**config.mk**
```make
export PLATFORM = sky130hd
export DESIGN_NAME = oversampled_channel_scaler_core
export DESIGN_NICKNAME = d
export VERILOG_FILES = /design/src/hdl/osc_pkg.sv /design/src/hdl/osc_seq.sv /design/src/hdl/osc_scale.sv /design/src/hdl/osc_totals.sv /design/src/hdl/oversampled_channel_scaler_core.sv
export SDC_FILE = /design/constraint.sdc
export NUM_CORES = 2
export LEC_CHECK = 0
export BUFFER_PORTS_ARGS = -buffer_cell sky130_fd_sc_hd__buf_2
export CAP_MARGIN = 30
export CORE_MARGIN = 5
export CORE_UTILIZATION = 50
export DETAILED_ROUTE_END_ITERATION = 7
export HOLD_SLACK_MARGIN = 0.12
export PLACE_DENSITY = 0.7
export SYNTH_ARGS = -nofsm -noshare
export SYNTH_HDL_FRONTEND = slang
export SYNTH_HIERARCHICAL = 1
export SYNTH_SLANG_ARGS = --single-unit
```
**constraint.sdc**
```tcl
create_clock -name clock -period 11.9 [get_ports clock]
set_clock_uncertainty 0.05 [all_clocks]
set_input_delay 3.57 -clock clock [delete_from_list [all_inputs] [get_ports clock]]
set_output_delay 3.57 -clock clock [all_outputs]
set_load 0.01 [all_outputs]
```
**src/hdl/osc_pkg.sv**
```systemverilog
// Shared types and constants for the oversampled channel scaler.
// No dependencies; used by every module of the block.
package osc_pkg;

   localparam int SAMPLE_W  = 10;
   localparam int CAL_W     = 16;
   localparam int VALUE_W   = 20;
   localparam int TOTAL_W   = 32;
   localparam int COUNT_W   = 16;
   localparam int CHAN_W    = 3;
   localparam int NUM_CAL   = 7;
   localparam int EXTRA_CH  = 3;
   localparam int PERCENT   = 100;

   localparam logic [CAL_W-1:0]   CAL_RESET   = 16'd100;
   localparam logic [CAL_W-1:0]   LEVEL_RESET = 16'd0;
   localparam logic [VALUE_W-1:0] VALUE_MAX   = 20'hFFFFF;

   typedef enum logic [2:0] {
      CSR_CAL_CELL0    = 3'd0,
      CSR_CAL_CELL1    = 3'd1,
      CSR_CAL_CELL2    = 3'd2,
      CSR_CAL_CELL3    = 3'd3,
      CSR_CAL_CURRENT  = 3'd4,
      CSR_CAL_BATT     = 3'd5,
      CSR_CAL_INPUT    = 3'd6,
      CSR_CELL_PRESENT = 3'd7
   } csr_reg_type;

   typedef enum logic {
      ACT_SAMPLE = 1'b0,
      ACT_CLEAR  = 1'b1
   } action_type;

   typedef enum logic {
      TOK_RESULT = 1'b0,
      TOK_CLEAR  = 1'b1
   } tok_kind_type;

   typedef struct packed {
      logic         valid;
      tok_kind_type kind;
   } tok_ctl_type;

endpackage

```
**src/hdl/osc_seq.sv**
```systemverilog
// Sample accumulator and channel sequencer: sums samples per channel and
// issues a result or clear token with the channel gain. Uses osc_pkg.
module osc_seq #(
   parameter int SAMPLES_PER_CHANNEL = 16,
   parameter int CELL_CHANNELS       = 4,
   parameter int SAMPLE_BITS         = 10,
   parameter int SUM_W               = 14,
   parameter int CH_W                = 3
) (
   input  logic                                           clock,
   input  logic                                           reset,
   input  logic                                           in_valid,
   output logic                                           in_ready,
   input  osc_pkg::action_type                            in_action,
   input  logic [osc_pkg::SAMPLE_W-1:0]                   in_sample,
   input  logic [osc_pkg::NUM_CAL-1:0][osc_pkg::CAL_W-1:0] cal,
   output osc_pkg::tok_ctl_type                           tok_out,
   input  logic                                           tok_ready,
   output logic [SUM_W-1:0]                               sum_out,
   output logic [CH_W-1:0]                                ch_out,
   output logic [osc_pkg::CAL_W-1:0]                      gain_out
);

   localparam int NUM_CH    = CELL_CHANNELS + osc_pkg::EXTRA_CH;
   localparam int IDX_W     = $clog2(SAMPLES_PER_CHANNEL + 1);
   localparam int MASK_BITS = (SAMPLE_BITS < osc_pkg::SAMPLE_W) ? SAMPLE_BITS
                                                                 : osc_pkg::SAMPLE_W;
   localparam logic [osc_pkg::SAMPLE_W-1:0] MASK =
      osc_pkg::SAMPLE_W'((1 << MASK_BITS) - 1);

   logic [SUM_W-1:0]           sum_ff, sum_in, sum_next;
   logic [IDX_W-1:0]           idx_ff, idx_in;
   logic [CH_W-1:0]            ch_ff, ch_in, ch_next;
   osc_pkg::tok_ctl_type       tok_ff, tok_in;
   logic [SUM_W-1:0]           sumo_ff, sumo_in;
   logic [CH_W-1:0]            cho_ff, cho_in;
   logic [osc_pkg::CAL_W-1:0]  gaino_ff, gaino_in;
   osc_pkg::csr_reg_type       gsel;
   logic                       accept;
   logic                       last;

   assign in_ready = !tok_ff.valid || tok_ready;
   assign accept   = in_valid && in_ready;
   assign sum_next = sum_ff + SUM_W'(in_sample & MASK);
   assign last     = (idx_ff == IDX_W'(SAMPLES_PER_CHANNEL - 1));
   assign ch_next  = (ch_ff == CH_W'(NUM_CH - 1)) ? '0 : ch_ff + 1'b1;

   // cells beyond the fourth share the last cell gain
   always_comb begin
      if (ch_ff < CH_W'(CELL_CHANNELS)) begin
         gsel = (ch_ff < CH_W'(3)) ? osc_pkg::csr_reg_type'(3'(ch_ff))
                                   : osc_pkg::CSR_CAL_CELL3;
      end else if (ch_ff == CH_W'(CELL_CHANNELS)) begin
         gsel = osc_pkg::CSR_CAL_CURRENT;
      end else if (ch_ff == CH_W'(CELL_CHANNELS + 1)) begin
         gsel = osc_pkg::CSR_CAL_BATT;
      end else begin
         gsel = osc_pkg::CSR_CAL_INPUT;
      end
   end

   always_comb begin
      sum_in       = sum_ff;
      idx_in       = idx_ff;
      ch_in        = ch_ff;
      tok_in.valid = tok_ff.valid && !tok_ready;
      tok_in.kind  = tok_ff.kind;
      sumo_in      = sumo_ff;
      cho_in       = cho_ff;
      gaino_in     = gaino_ff;
      if (accept) begin
         if (in_action == osc_pkg::ACT_CLEAR) begin
            tok_in.valid = 1'b1;
            tok_in.kind  = osc_pkg::TOK_CLEAR;
         end else if (last) begin
            tok_in.valid = 1'b1;
            tok_in.kind  = osc_pkg::TOK_RESULT;
            sumo_in      = sum_next;
            cho_in       = ch_ff;
            gaino_in     = cal[gsel];
            sum_in       = '0;
            idx_in       = '0;
            ch_in        = ch_next;
         end else begin
            sum_in = sum_next;
            idx_in = idx_ff + 1'b1;
         end
      end
   end

   always_ff @(posedge clock) begin
      if (reset) begin
         sum_ff <= '0;
         idx_ff <= '0;
         ch_ff  <= '0;
         tok_ff <= '0;
      end else begin
         sum_ff <= sum_in;
         idx_ff <= idx_in;
         ch_ff  <= ch_in;
         tok_ff <= tok_in;
      end
      sumo_ff  <= sumo_in;
      cho_ff   <= cho_in;
      gaino_ff <= gaino_in;
   end

   assign tok_out  = tok_ff;
   assign sum_out  = sumo_ff;
   assign ch_out   = cho_ff;
   assign gain_out = gaino_ff;

endmodule

```
**src/hdl/osc_scale.sv**
```systemverilog
// Scaling pipeline: sum * gain, divide by 100 * samples via reciprocal
// multiply and correction, saturate and apply cell presence. Uses osc_pkg.
module osc_scale #(
   parameter int SAMPLES_PER_CHANNEL = 16,
   parameter int CELL_CHANNELS       = 4,
   parameter int SUM_W               = 14,
   parameter int CH_W                = 3
) (
   input  logic                         clock,
   input  logic                         reset,
   input  osc_pkg::tok_ctl_type         tok_in,
   output logic                         in_ready,
   input  logic [SUM_W-1:0]             sum_in,
   input  logic [CH_W-1:0]              ch_in,
   input  logic [osc_pkg::CAL_W-1:0]    gain_in,
   input  logic [osc_pkg::CAL_W-1:0]    level,
   output osc_pkg::tok_ctl_type         tok_out,
   input  logic                         out_ready,
   output logic [CH_W-1:0]              ch_out,
   output logic [osc_pkg::VALUE_W-1:0]  val_out
);

   localparam int PROD_W = SUM_W + osc_pkg::CAL_W;
   localparam int DIV    = osc_pkg::PERCENT * SAMPLES_PER_CHANNEL;
   localparam int Q_W    = PROD_W - $clog2(DIV) + 1;
   localparam int MUL_W  = PROD_W + Q_W;
   localparam int SAT_W  = (Q_W > osc_pkg::VALUE_W) ? Q_W : osc_pkg::VALUE_W;
   localparam longint unsigned RECIP_FULL = (64'd1 << PROD_W) / DIV;
   localparam logic [Q_W-1:0]  RECIP      = Q_W'(RECIP_FULL);

   osc_pkg::tok_ctl_type        tok2_ff, tok3_ff, tok4_ff;
   logic [PROD_W-1:0]           prod2_ff, prod3_ff;
   logic [Q_W-1:0]              qe3_ff;
   logic [CH_W-1:0]             ch2_ff, ch3_ff, ch4_ff;
   logic [osc_pkg::VALUE_W-1:0] val4_ff, val_calc;
   logic                        adv2, adv3, adv4;
   logic [MUL_W-1:0]            recip_prod;
   logic [PROD_W-1:0]           qd, rem;
   logic [Q_W-1:0]              q;

   assign adv4     = !tok4_ff.valid || out_ready;
   assign adv3     = !tok3_ff.valid || adv4;
   assign adv2     = !tok2_ff.valid || adv3;
   assign in_ready = adv2;

   assign recip_prod = MUL_W'(prod2_ff) * MUL_W'(RECIP);

   // estimate is low by at most one
   always_comb begin
      qd  = PROD_W'(qe3_ff) * PROD_W'(DIV);
      rem = prod3_ff - qd;
      q   = (rem >= PROD_W'(DIV)) ? qe3_ff + 1'b1 : qe3_ff;
      if (SAT_W'(q) > SAT_W'(osc_pkg::VALUE_MAX)) begin
         val_calc = osc_pkg::VALUE_MAX;
      end else begin
         val_calc = osc_pkg::VALUE_W'(q);
      end
      if (ch3_ff < CH_W'(CELL_CHANNELS) && val_calc < osc_pkg::VALUE_W'(level)) begin
         val_calc = '0;
      end
   end

   always_ff @(posedge clock) begin
      if (reset) begin
         tok2_ff <= '0;
         tok3_ff <= '0;
         tok4_ff <= '0;
      end else begin
         if (adv2) begin
            tok2_ff <= tok_in;
         end
         if (adv3) begin
            tok3_ff <= tok2_ff;
         end
         if (adv4) begin
            tok4_ff <= tok3_ff;
         end
      end
      if (adv2) begin
         prod2_ff <= PROD_W'(sum_in) * PROD_W'(gain_in);
         ch2_ff   <= ch_in;
      end
      if (adv3) begin
         prod3_ff <= prod2_ff;
         qe3_ff   <= recip_prod[MUL_W-1:PROD_W];
         ch3_ff   <= ch2_ff;
      end
      if (adv4) begin
         val4_ff <= val_calc;
         ch4_ff  <= ch3_ff;
      end
   end

   assign tok_out = tok4_ff;
   assign ch_out  = ch4_ff;
   assign val_out = val4_ff;

endmodule

```
**src/hdl/osc_totals.sv**
```systemverilog
// Running totals memory with read-modify-write, valid bits for clear,
// sweep counter and the result output register. Uses osc_pkg.
module osc_totals #(
   parameter int NUM_CH = 7,
   parameter int CH_W   = 3
) (
   input  logic                         clock,
   input  logic                         reset,
   input  osc_pkg::tok_ctl_type         tok_in,
   output logic                         in_ready,
   input  logic [CH_W-1:0]              ch_in,
   input  logic [osc_pkg::VALUE_W-1:0]  val_in,
   output logic                         out_valid,
   input  logic                         out_ready,
   output logic [CH_W-1:0]              out_ch,
   output logic [osc_pkg::VALUE_W-1:0]  out_value,
   output logic [osc_pkg::TOTAL_W-1:0]  out_total,
   output logic                         out_done,
   output logic [osc_pkg::COUNT_W-1:0]  out_count
);

   logic [osc_pkg::TOTAL_W-1:0] mem [NUM_CH];
   logic [osc_pkg::TOTAL_W-1:0] rd_ff;
   osc_pkg::tok_ctl_type        t_tok_ff;
   logic [CH_W-1:0]             t_ch_ff;
   logic [osc_pkg::VALUE_W-1:0] t_val_ff;
   logic [NUM_CH-1:0]           vld_ff, vld_in;
   logic [osc_pkg::COUNT_W-1:0] sweeps_ff, sweeps_in;
   logic                        ov_ff, ov_in;
   logic [CH_W-1:0]             och_ff;
   logic [osc_pkg::VALUE_W-1:0] oval_ff;
   logic [osc_pkg::TOTAL_W-1:0] otot_ff;
   logic                        odone_ff;
   logic [osc_pkg::COUNT_W-1:0] ocnt_ff;
   logic                        adv_t, adv_o, leave, wr_en, done;
   logic [osc_pkg::TOTAL_W-1:0] base, total;

   assign adv_o    = !ov_ff || out_ready;
   assign adv_t    = !t_tok_ff.valid || adv_o;
   assign in_ready = adv_t;
   assign leave    = adv_o && t_tok_ff.valid;
   assign wr_en    = leave && t_tok_ff.kind == osc_pkg::TOK_RESULT;
   assign done     = (t_ch_ff == CH_W'(NUM_CH - 1));

   // never-written or cleared entries read as zero
   assign base  = vld_ff[t_ch_ff] ? rd_ff : '0;
   assign total = base + osc_pkg::TOTAL_W'(t_val_ff);

   always_comb begin
      vld_in    = vld_ff;
      sweeps_in = sweeps_ff;
      ov_in     = ov_ff && !out_ready;
      if (leave) begin
         if (t_tok_ff.kind == osc_pkg::TOK_CLEAR) begin
            vld_in    = '0;
            sweeps_in = '0;
         end else begin
            vld_in[t_ch_ff] = 1'b1;
            ov_in           = 1'b1;
            if (done) begin
               sweeps_in = sweeps_ff + 1'b1;
            end
         end
      end
   end

   always_ff @(posedge clock) begin
      if (adv_t) begin
         rd_ff <= mem[ch_in];
      end
      if (wr_en) begin
         mem[t_ch_ff] <= total;
      end
   end

   always_ff @(posedge clock) begin
      if (reset) begin
         t_tok_ff  <= '0;
         vld_ff    <= '0;
         sweeps_ff <= '0;
         ov_ff     <= 1'b0;
      end else begin
         if (adv_t) begin
            t_tok_ff <= tok_in;
         end
         vld_ff    <= vld_in;
         sweeps_ff <= sweeps_in;
         ov_ff     <= ov_in;
      end
      if (adv_t) begin
         t_ch_ff  <= ch_in;
         t_val_ff <= val_in;
      end
      if (wr_en) begin
         och_ff   <= t_ch_ff;
         oval_ff  <= t_val_ff;
         otot_ff  <= total;
         odone_ff <= done;
         ocnt_ff  <= sweeps_in;
      end
   end

   assign out_valid = ov_ff;
   assign out_ch    = och_ff;
   assign out_value = oval_ff;
   assign out_total = otot_ff;
   assign out_done  = odone_ff;
   assign out_count = ocnt_ff;

endmodule

```
**src/hdl/oversampled_channel_scaler_core.sv**
```systemverilog
// Top level of the oversampled channel scaler: CSR block and pipeline.
// Depends on osc_pkg, osc_seq, osc_scale and osc_totals.
//
//   channel  direction  handshake           payload
//   req      in         req_tvalid/tready   tuser: action; tdata: sample
//   rsp      out        rsp_tvalid/tready   tuser: channel; tdata: value,
//                                           total, sweep count; tlast: sweep done
//   csr      in         APB, pready high    eight 16-bit registers at 4*i
//
// One item per cycle while req_tready is high. A channel result passes the
// accumulator, three scaling stages, totals read and output register after
// the item carrying its last sample. Synchronous reset; totals clear through
// per-entry valid bits, so there is no clearing pass. A stalled rsp backs up
// through the six-stage token pipeline; plain samples need no slot, completing
// samples and clears do, and req_tready drops only when the first stage is held.
module oversampled_channel_scaler_core #(
   parameter int SAMPLES_PER_CHANNEL = 16,
   parameter int CELL_CHANNELS       = 4,
   parameter int SAMPLE_BITS         = 10
) (
   input  logic        clock,
   input  logic        reset,
   input  logic        req_tvalid,
   output logic        req_tready,
   input  logic [15:0] req_tdata,   // [9:0] sample
   input  logic [0:0]  req_tuser,   // [0] action
   output logic        rsp_tvalid,
   input  logic        rsp_tready,
   output logic [71:0] rsp_tdata,   // [19:0] value, [51:20] running_total,
                                    // [67:52] sweep_count
   output logic [2:0]  rsp_tuser,   // [2:0] channel
   output logic        rsp_tlast,
   input  logic        csr_psel,
   input  logic        csr_penable,
   input  logic        csr_pwrite,
   input  logic [4:0]  csr_paddr,
   input  logic [31:0] csr_pwdata,
   output logic [31:0] csr_prdata,
   output logic        csr_pready
);

   localparam int NUM_CH     = CELL_CHANNELS + osc_pkg::EXTRA_CH;
   localparam int CH_W       = $clog2(NUM_CH);
   localparam int SAMPLE_MAX = (SAMPLE_BITS < osc_pkg::SAMPLE_W) ? (1 << SAMPLE_BITS) - 1
                                                                  : (1 << osc_pkg::SAMPLE_W) - 1;
   localparam int SUM_W      = $clog2(SAMPLES_PER_CHANNEL * SAMPLE_MAX + 1);

   logic [osc_pkg::NUM_CAL-1:0][osc_pkg::CAL_W-1:0] cal_ff, cal_in;
   logic [osc_pkg::CAL_W-1:0]   level_ff, level_in;
   osc_pkg::csr_reg_type        reg_sel;
   logic                        csr_wr;

   osc_pkg::tok_ctl_type        seq_tok, scl_tok;
   logic                        scl_ready, tot_ready;
   logic [SUM_W-1:0]            seq_sum;
   logic [CH_W-1:0]             seq_ch, scl_ch, out_ch;
   logic [osc_pkg::CAL_W-1:0]   seq_gain;
   logic [osc_pkg::VALUE_W-1:0] scl_val, out_value;
   logic [osc_pkg::TOTAL_W-1:0] out_total;
   logic [osc_pkg::COUNT_W-1:0] out_count;
   logic [CH_W+2:0]             ch_ext;

   assign csr_pready = 1'b1;
   assign csr_wr     = csr_psel && csr_penable && csr_pwrite && csr_pready;
   assign reg_sel    = osc_pkg::csr_reg_type'(csr_paddr[4:2]);

   always_comb begin
      cal_in   = cal_ff;
      level_in = level_ff;
      if (csr_wr) begin
         unique case (reg_sel)
            osc_pkg::CSR_CELL_PRESENT: level_in = csr_pwdata[osc_pkg::CAL_W-1:0];
            default:                   cal_in[reg_sel] = csr_pwdata[osc_pkg::CAL_W-1:0];
         endcase
      end
   end

   always_comb begin
      unique case (reg_sel)
         osc_pkg::CSR_CELL_PRESENT: csr_prdata = 32'(level_ff);
         default:                   csr_prdata = 32'(cal_ff[reg_sel]);
      endcase
   end

   always_ff @(posedge clock) begin
      if (reset) begin
         cal_ff   <= {osc_pkg::NUM_CAL{osc_pkg::CAL_RESET}};
         level_ff <= osc_pkg::LEVEL_RESET;
      end else begin
         cal_ff   <= cal_in;
         level_ff <= level_in;
      end
   end

   osc_seq #(
      .SAMPLES_PER_CHANNEL (SAMPLES_PER_CHANNEL),
      .CELL_CHANNELS       (CELL_CHANNELS),
      .SAMPLE_BITS         (SAMPLE_BITS),
      .SUM_W               (SUM_W),
      .CH_W                (CH_W)
   ) u_seq (
      .clock     (clock),
      .reset     (reset),
      .in_valid  (req_tvalid),
      .in_ready  (req_tready),
      .in_action (osc_pkg::action_type'(req_tuser[0])),
      .in_sample (req_tdata[osc_pkg::SAMPLE_W-1:0]),
      .cal       (cal_ff),
      .tok_out   (seq_tok),
      .tok_ready (scl_ready),
      .sum_out   (seq_sum),
      .ch_out    (seq_ch),
      .gain_out  (seq_gain)
   );

   osc_scale #(
      .SAMPLES_PER_CHANNEL (SAMPLES_PER_CHANNEL),
      .CELL_CHANNELS       (CELL_CHANNELS),
      .SUM_W               (SUM_W),
      .CH_W                (CH_W)
   ) u_scale (
      .clock     (clock),
      .reset     (reset),
      .tok_in    (seq_tok),
      .in_ready  (scl_ready),
      .sum_in    (seq_sum),
      .ch_in     (seq_ch),
      .gain_in   (seq_gain),
      .level     (level_ff),
      .tok_out   (scl_tok),
      .out_ready (tot_ready),
      .ch_out    (scl_ch),
      .val_out   (scl_val)
   );

   osc_totals #(
      .NUM_CH (NUM_CH),
      .CH_W   (CH_W)
   ) u_totals (
      .clock     (clock),
      .reset     (reset),
      .tok_in    (scl_tok),
      .in_ready  (tot_ready),
      .ch_in     (scl_ch),
      .val_in    (scl_val),
      .out_valid (rsp_tvalid),
      .out_ready (rsp_tready),
      .out_ch    (out_ch),
      .out_value (out_value),
      .out_total (out_total),
      .out_done  (rsp_tlast),
      .out_count (out_count)
   );

   assign ch_ext    = (CH_W + 3)'(out_ch);
   assign rsp_tuser = ch_ext[2:0];
   assign rsp_tdata = {4'b0, out_count, out_total, out_value};

   // end of sweep is only ever flagged on the last channel
   a_done_last_ch: assert property (@(posedge clock) disable iff (reset)
      rsp_tvalid && rsp_tlast |-> rsp_tuser == 3'(NUM_CH - 1))
      else $error("sweep end flagged on wrong channel");

   // a non-zero cell value never lies below the presence level
   a_cell_level: assert property (@(posedge clock) disable iff (reset)
      rsp_tvalid && rsp_tuser < 3'(CELL_CHANNELS) && rsp_tdata[19:0] != '0
      |-> rsp_tdata[19:0] >= osc_pkg::VALUE_W'(level_ff))
      else $error("absent cell not forced to zero");

   // a clear is never lost: the pipeline head takes it at the next edge
   a_clear_taken: assert property (@(posedge clock) disable iff (reset)
      req_tvalid && req_tready && req_tuser[0] == osc_pkg::ACT_CLEAR
      |=> seq_tok.valid && seq_tok.kind == osc_pkg::TOK_CLEAR)
      else $error("clear item not queued");

endmodule
```
Word level (Yosys, flattened, before mapping)
Memories as Yosys holds them, arrays and structs flattened. A register that Yosys moved wholly into a read port is not among the register bits.
Cells that the tools add are included.
{"block": "classes", "n_addsub": 7, "n_mul": 3, "order_cmp": 11, "n_eq_ne": 6, "mux": 33, "bitwise_logic": 4, "reduce_logical": 30}
{"op": "bitwise mux 112 bit", "count": 1}
{"op": "two-way mux 16 bit", "count": 7}
{"op": "binary-select mux 16 bit (select 3 bit)", "count": 2}
{"op": "demux 16 bit (select 3 bit)", "count": 1}
{"op": "multiplier 30 x 16 -> 46 bit, second input constant", "count": 1}
{"op": "two-way mux 20 bit", "count": 2}
{"op": "adder 32 x 20 -> 32 bit", "count": 1}
{"op": "two-way mux 32 bit", "count": 1}
{"op": ">= comparator 30 x 11 -> 1 bit, second input constant", "count": 1}
{"op": "multiplier 14 x 16 -> 30 bit", "count": 1}
{"op": "subtractor 30 bit", "count": 1}
{"op": "multiplier 20 x 5 -> 24 bit, second input constant", "count": 1}
{"op": "adder 20 x 1 -> 20 bit, second input constant", "count": 1}
{"op": "> comparator 20 bit, second input constant", "count": 1}
{"op": "less-than comparator 20 x 16 -> 1 bit", "count": 1}
{"op": "adder 16 x 1 -> 16 bit, second input constant", "count": 1}
{"op": "== test 3 bit, second input constant", "count": 5}
{"op": "adder 14 x 10 -> 14 bit", "count": 1}
{"op": "two-way mux 14 bit", "count": 1}
{"op": "less-than comparator 3 x 4 -> 1 bit, second input constant", "count": 3}
{"op": "two-way mux 3 bit", "count": 4}
{"op": "logical AND 1 bit", "count": 10}
{"op": "logical NOT 1 bit", "count": 8}
{"op": "two-way mux 2 bit", "count": 4}
{"op": "other kinds (17)", "count": 34}
{"block": "word_totals", "regBits": 421, "ram_bits": 224, "in_bits": 61, "out_inout_bits": 111, "elab_cells": 136, "n_memories": 1}
{"name": "u_totals.mem", "depth": 7, "width": 32, "read_ports": 1, "rd_clocked_by_memory_dff": 1, "write_ports": 1, "line": "osc_totals.sv:22", "source": "logic [osc_pkg::TOTAL_W-1:0] mem [NUM_CH];"}

Longest topological paths before layout
{"block": "logic_depth", "word_depth": 11, "depth_mapped": 40, "depth_no_buf": 37}

Hierarchy
Netlist, hierarchy kept.
{"module": "osc_scale", "instances": 1, "cells_per_inst": 2182, "area_each_um2": 22912.0, "seq_area_each_um2": 3213.1}
{"module": "osc_totals", "instances": 1, "cells_per_inst": 940, "area_each_um2": 15240.9, "seq_area_each_um2": 11060.6}
{"module": "oversampled_channel_scaler_core", "instances": 1, "cells_per_inst": 753, "area_each_um2": 6219.7, "seq_area_each_um2": 2562.5}
{"module": "osc_seq", "instances": 1, "cells_per_inst": 312, "area_each_um2": 3435.8, "seq_area_each_um2": 1471.4}

Worst setup path after synthesis
No wires, ideal clock.
{"block": "synth_timing", "path_type": "input to output", "start": "in rsp_tready", "end": "out req_tready", "arrival_ps": 6819, "slack_ps": 1461, "stages": 7, "n_path_buf": 1, "cell_sequence": "nor2b_1 -> nand2_1 -> nor2b_1 -> clkbuf_1 -> nand3_1 -> nor2b_1 -> inv_1"}
{"block": "synth_via", "elab_chain_cells": 6}
{"element": "from (decl)", "line": "oversampled_channel_scaler_core.sv:28", "source": "input logic rsp_tready,"}
{"element": "logical OR 1 bit", "line": "osc_totals.sv:38", "source": "assign adv_o = !ov_ff || out_ready;"}
{"element": "logical OR 1 bit", "line": "osc_totals.sv:39", "source": "assign adv_t = !t_tok_ff.valid || adv_o;"}
{"element": "named net tot_ready", "line": "oversampled_channel_scaler_core.sv:54", "source": "logic scl_ready, tot_ready;"}
{"element": "logical OR 1 bit", "line": "osc_scale.sv:41", "source": "assign adv4 = !tok4_ff.valid || out_ready;"}
{"element": "logical OR 1 bit", "line": "osc_scale.sv:42", "source": "assign adv3 = !tok3_ff.valid || adv4;"}
{"element": "logical OR 1 bit", "line": "osc_scale.sv:43", "source": "assign adv2 = !tok2_ff.valid || adv3;"}
{"element": "named net scl_ready", "line": "oversampled_channel_scaler_core.sv:54"}
{"element": "logical OR 1 bit", "line": "osc_seq.sv:42", "source": "assign in_ready = !tok_ff.valid || tok_ready;"}
{"element": "to (decl)", "line": "oversampled_channel_scaler_core.sv:24", "source": "output logic req_tready,"}
The timed path passes the listed nets, and every way through them passes these cells.

Worst setup path after layout
Ends and elaborated chain as after synthesis.

==> impl_metrics.csv <==
group,metric,value,unit
synthesis,yosys_warnings,6,
sta,fin_crit,9.608,ns
pwr,p_int,3.919,mW
final_layout,drive_gt1_frac,0.1050,
route,via_count,31946,
run_status,status,"finished, final reports clean",
clocking,cts_max_path_buffers,3,
sta,fin_hold_ws,0.3645,ns
final_layout,multi_input_area,0.02689,mm^2
pwr,p_per_area,96.07,mW/mm^2
placement,gp_congestion,0.8904,
sta,setup_tns,0,ns
synthesis,synth.avg_cell_area,11.42,um^2
job,drv_cap,0,
synthesis,synth_edf_count,487,
setup_path,required,8.28,ns
global_routing,grt_usage,0.2171,
final_layout,mostFrequentLayoutCells,"487 x edfxtp_1, 442 x ha_1, 430 x inv_1",
synthesis,ys_ff_latch,671,
placement,place.port_buffers,126,
synthesis,synthCells,4187,
final_layout,final_cell_count_no_fill,5562,
placement,dp.cells,5421,
pwr,p_sw,1.081,mW
sta,tightest_slew,1.014,ns
sta,rsz0062_at_grt,"false",
clocking,ctsRootBufferMaster,"clkbuf_16",
final_layout,area_growth,8.864,%
clocking,numCtsBuffers,76,
setup_path,path_class,"input port to output pin",
pwr,pwr-share-clk,0.474,
route,viasPerCell,5.744,
route,dr.pass1.iters,7,
setup_path,critPathMaxStageDelay,0.69,ns
pwr,switching_share,0.2163,
setup_path,endpoint_kind,"output pin",
floorplanning,core,0.09501,mm^2
floorplanning,die_w,319.2,um
sta,setup_viol,0,
pwr,peakVddDrop,0.00009160,V
floorplanning,die_h,319.2,um
clocking,htree_levels,3,
sta,drv_slew,0,
global_routing,grt_max_degree,75,
min_path,min_path_type,"flip-flop to flip-flop",
setup_path,slowest_stage,"nand3_2",
route,ant_nets,0,
final_layout,nNetsFinal,5132,
floorplanning,start_util,0.5032,
route,drt_iter0_markers,2363,
pwr,combinationalPowerShare,0.027,
sta,max_freq,104.1,MHz
global_routing,grt.overflow.total,0,
setup_path,start_kind,"input port",
final_layout,fillers,7993,
setup_path,critPathArrivalTime,5.99,ns
floorplanning,rows,113,
route,wirelength,111000,um
global_routing,grt_antenna_before_repair,1,
setup_path,cp_cell_sequence,"buf_2 -> nor2b_1 -> nand2_2 -> nor2b_1 -> buf_4 -> nand3_2 -> nor2b_1 -> inv_1 -> buf_2",
synthesis,seq_area_frac_synth,0.3829,
clocking,insertion_delay,0.66,ns
final_layout,seqCellArea,0.01831,mm^2
floorplanning,io_pins,172,
clocking,hold_buffers,0,
route,drc,0,
floorplanning,die-area,0.1019,mm^2
sta,relSlewSlack,0.3238,
synthesis,yosys.cell_types.count,106,
clocking,cts.clk_slew.worst_paths,0.06,ns
final_layout,stdcell_area,0.05205,mm^2
clocking,ctsResizeCount,0,
route,avgRoutedWirePerCell,19.96,um
setup_path,worstPathMaxFanout,36,
pwr,p_total,5.000,mW
sta,fin_crit_sh,0.8074,
global_routing,first_global_vias,32680,
pwr,power_frac_seq,0.499,
clocking,post_cts_buffers,0,
synthesis,async_flop_share,0,
clocking,cts_sinks,671,
placement,hpwl,78910,um
synthesis,netlist_area,0.04781,mm^2
final_layout,layout_commonest_cell,"edfxtp_1",
pwr,p_leak,21.67,nW
sta,hold_viol,0,
clocking,cts_tree,"built",
global_routing,grt_pass1_wl,178900,um
placement,placed_area,0.04948,mm^2
synthesis,ys.flop_type,"edfxtp_1",
setup_path,cp_common_cell,"nor2b_1",
==> logic make-up (layout without fill, tap and decap cells) <==
group | count (synthesis) | count (layout) | synth area share
xor gates and xnor gates | 124 | 124 | 0.02272
buffers and inverters | 653 | 743 | 0.05766
DFF | 671 | 671 | 0.3829
other | 2 | 22 | 0.0001571
and+or+nand+nor | 960 | 960 | 0.1026
adders and majority gates | 836 | 836 | 0.2807
AOI/OAI and AO/OA | 752 | 752 | 0.09922
muxes | 189 | 189 | 0.05402
==> final timing paths <==
check | endpoint | start | cells past startpoint | slack (ns)
worst min-delay path | u_totals/t_val_ff[13] | u_scale/val_out[13] | 0 | 0.36
worst max-delay path | req_tready | rsp_tready | 9 | 2.29
worst max register to register | u_scale/val_out[13] | u_scale/qe3_ff[0] | 36 | 2.55
worst min register to register | u_totals/t_val_ff[13] | u_scale/val_out[13] | 0 | 0.36
==> synth_stat cells, types with 28 or more instances <==
master / number / area share
a211o_1: 28 / 0.0051
a21o_1: 48 / 0.0075
a21oi_1: 232 / 0.024
a31oi_1: 30 / 0.0039
and2_1: 128 / 0.017
and3_1: 44 / 0.0058
buf_2: 49 / 0.0051
buf_4: 33 / 0.0052
clkbuf_1: 121 / 0.0095
dfxtp_1: 184 / 0.077
edfxtp_1: 487 / 0.31
fa_1: 394 / 0.16
ha_1: 442 / 0.12
inv_1: 431 / 0.034
mux2_2: 55 / 0.013
mux2i_1: 83 / 0.017
mux4_2: 49 / 0.023
nand2_1: 250 / 0.020
nand3_1: 167 / 0.017
nand4_1: 29 / 0.0038
nor2_1: 135 / 0.011
nor2b_1: 53 / 0.0069
nor3_1: 48 / 0.0050
o21ai_0: 215 / 0.023
xnor2_1: 78 / 0.014
xor2_1: 46 / 0.0084
==> power by group through the flow <==
stage | combinational [mW] | clock (mW) | sequential [mW]
global route | 0.145 | 2.52 | 2.49
floorplan | 0.103 | 0 | 2.54
detailed placement | 0.132 | 0 | 2.54
global placement | 0.130 | 0 | 2.54
finish | 0.135 | 2.37 | 2.49
CTS | 0.133 | 2.41 | 2.49
==> registers in the layout (all words and copies together) (netlist names), 16 cells and up <==
name,flops
u_seq/gain_out,16
u_totals/out_total,32
u_scale/prod2_ff,30
u_totals/t_val_ff,20
cal_ff,112
u_totals/mem,224
level_ff,16
u_totals/rd_ff,32
u_scale/qe3_ff,20
u_totals/sweeps_ff,16
u_scale/val_out,20
u_scale/prod3_ff,24
u_totals/out_count,16
u_totals/out_value,20
==> worst max-delay path: cells and delay by family <==
family | cells | cell delay (ns)
buf+inv | 4 | 0.64
simple gates | 5 | 1.76
==> final cells by class <==
class | instances | area share
multi-input cells | 2882 | 0.5167
flip-flops and latches | 671 | 0.3518
clock buffers | 95 | 0.03950
inverters | 431 | 0.03111
well taps | 1265 | 0.03041
repair buffers | 173 | 0.02123
clock inverters | 44 | 0.009207
diodes | 1 | 0.00004808
==> metrics by stage <==
step,utilization,worst slack (ns)
6_report,0.5478,2.292
5_1_grt,0.5478,1.868
4_1_cts,0.5475,2.309
3_5_place_dp,0.5208,2.331
3_3_place_gp,0.5190,2.352
2_1_floorplan,-,1.461
==> per-layer routing <==
metal | track usage | wire length [um] | share of wire | vias to the layer above
met5 | 0 | 0 | 0 | -
li1 | - | - | - | 14868
met4 | 0.07046 | 3534 | 0.032 | 0
met2 | 0.3713 | 54860 | 0.49 | 878
met1 | 0.2865 | 46820 | 0.42 | 15997
met3 | 0.03291 | 5799 | 0.052 | 203
Power figures use the tool's default switching activity.
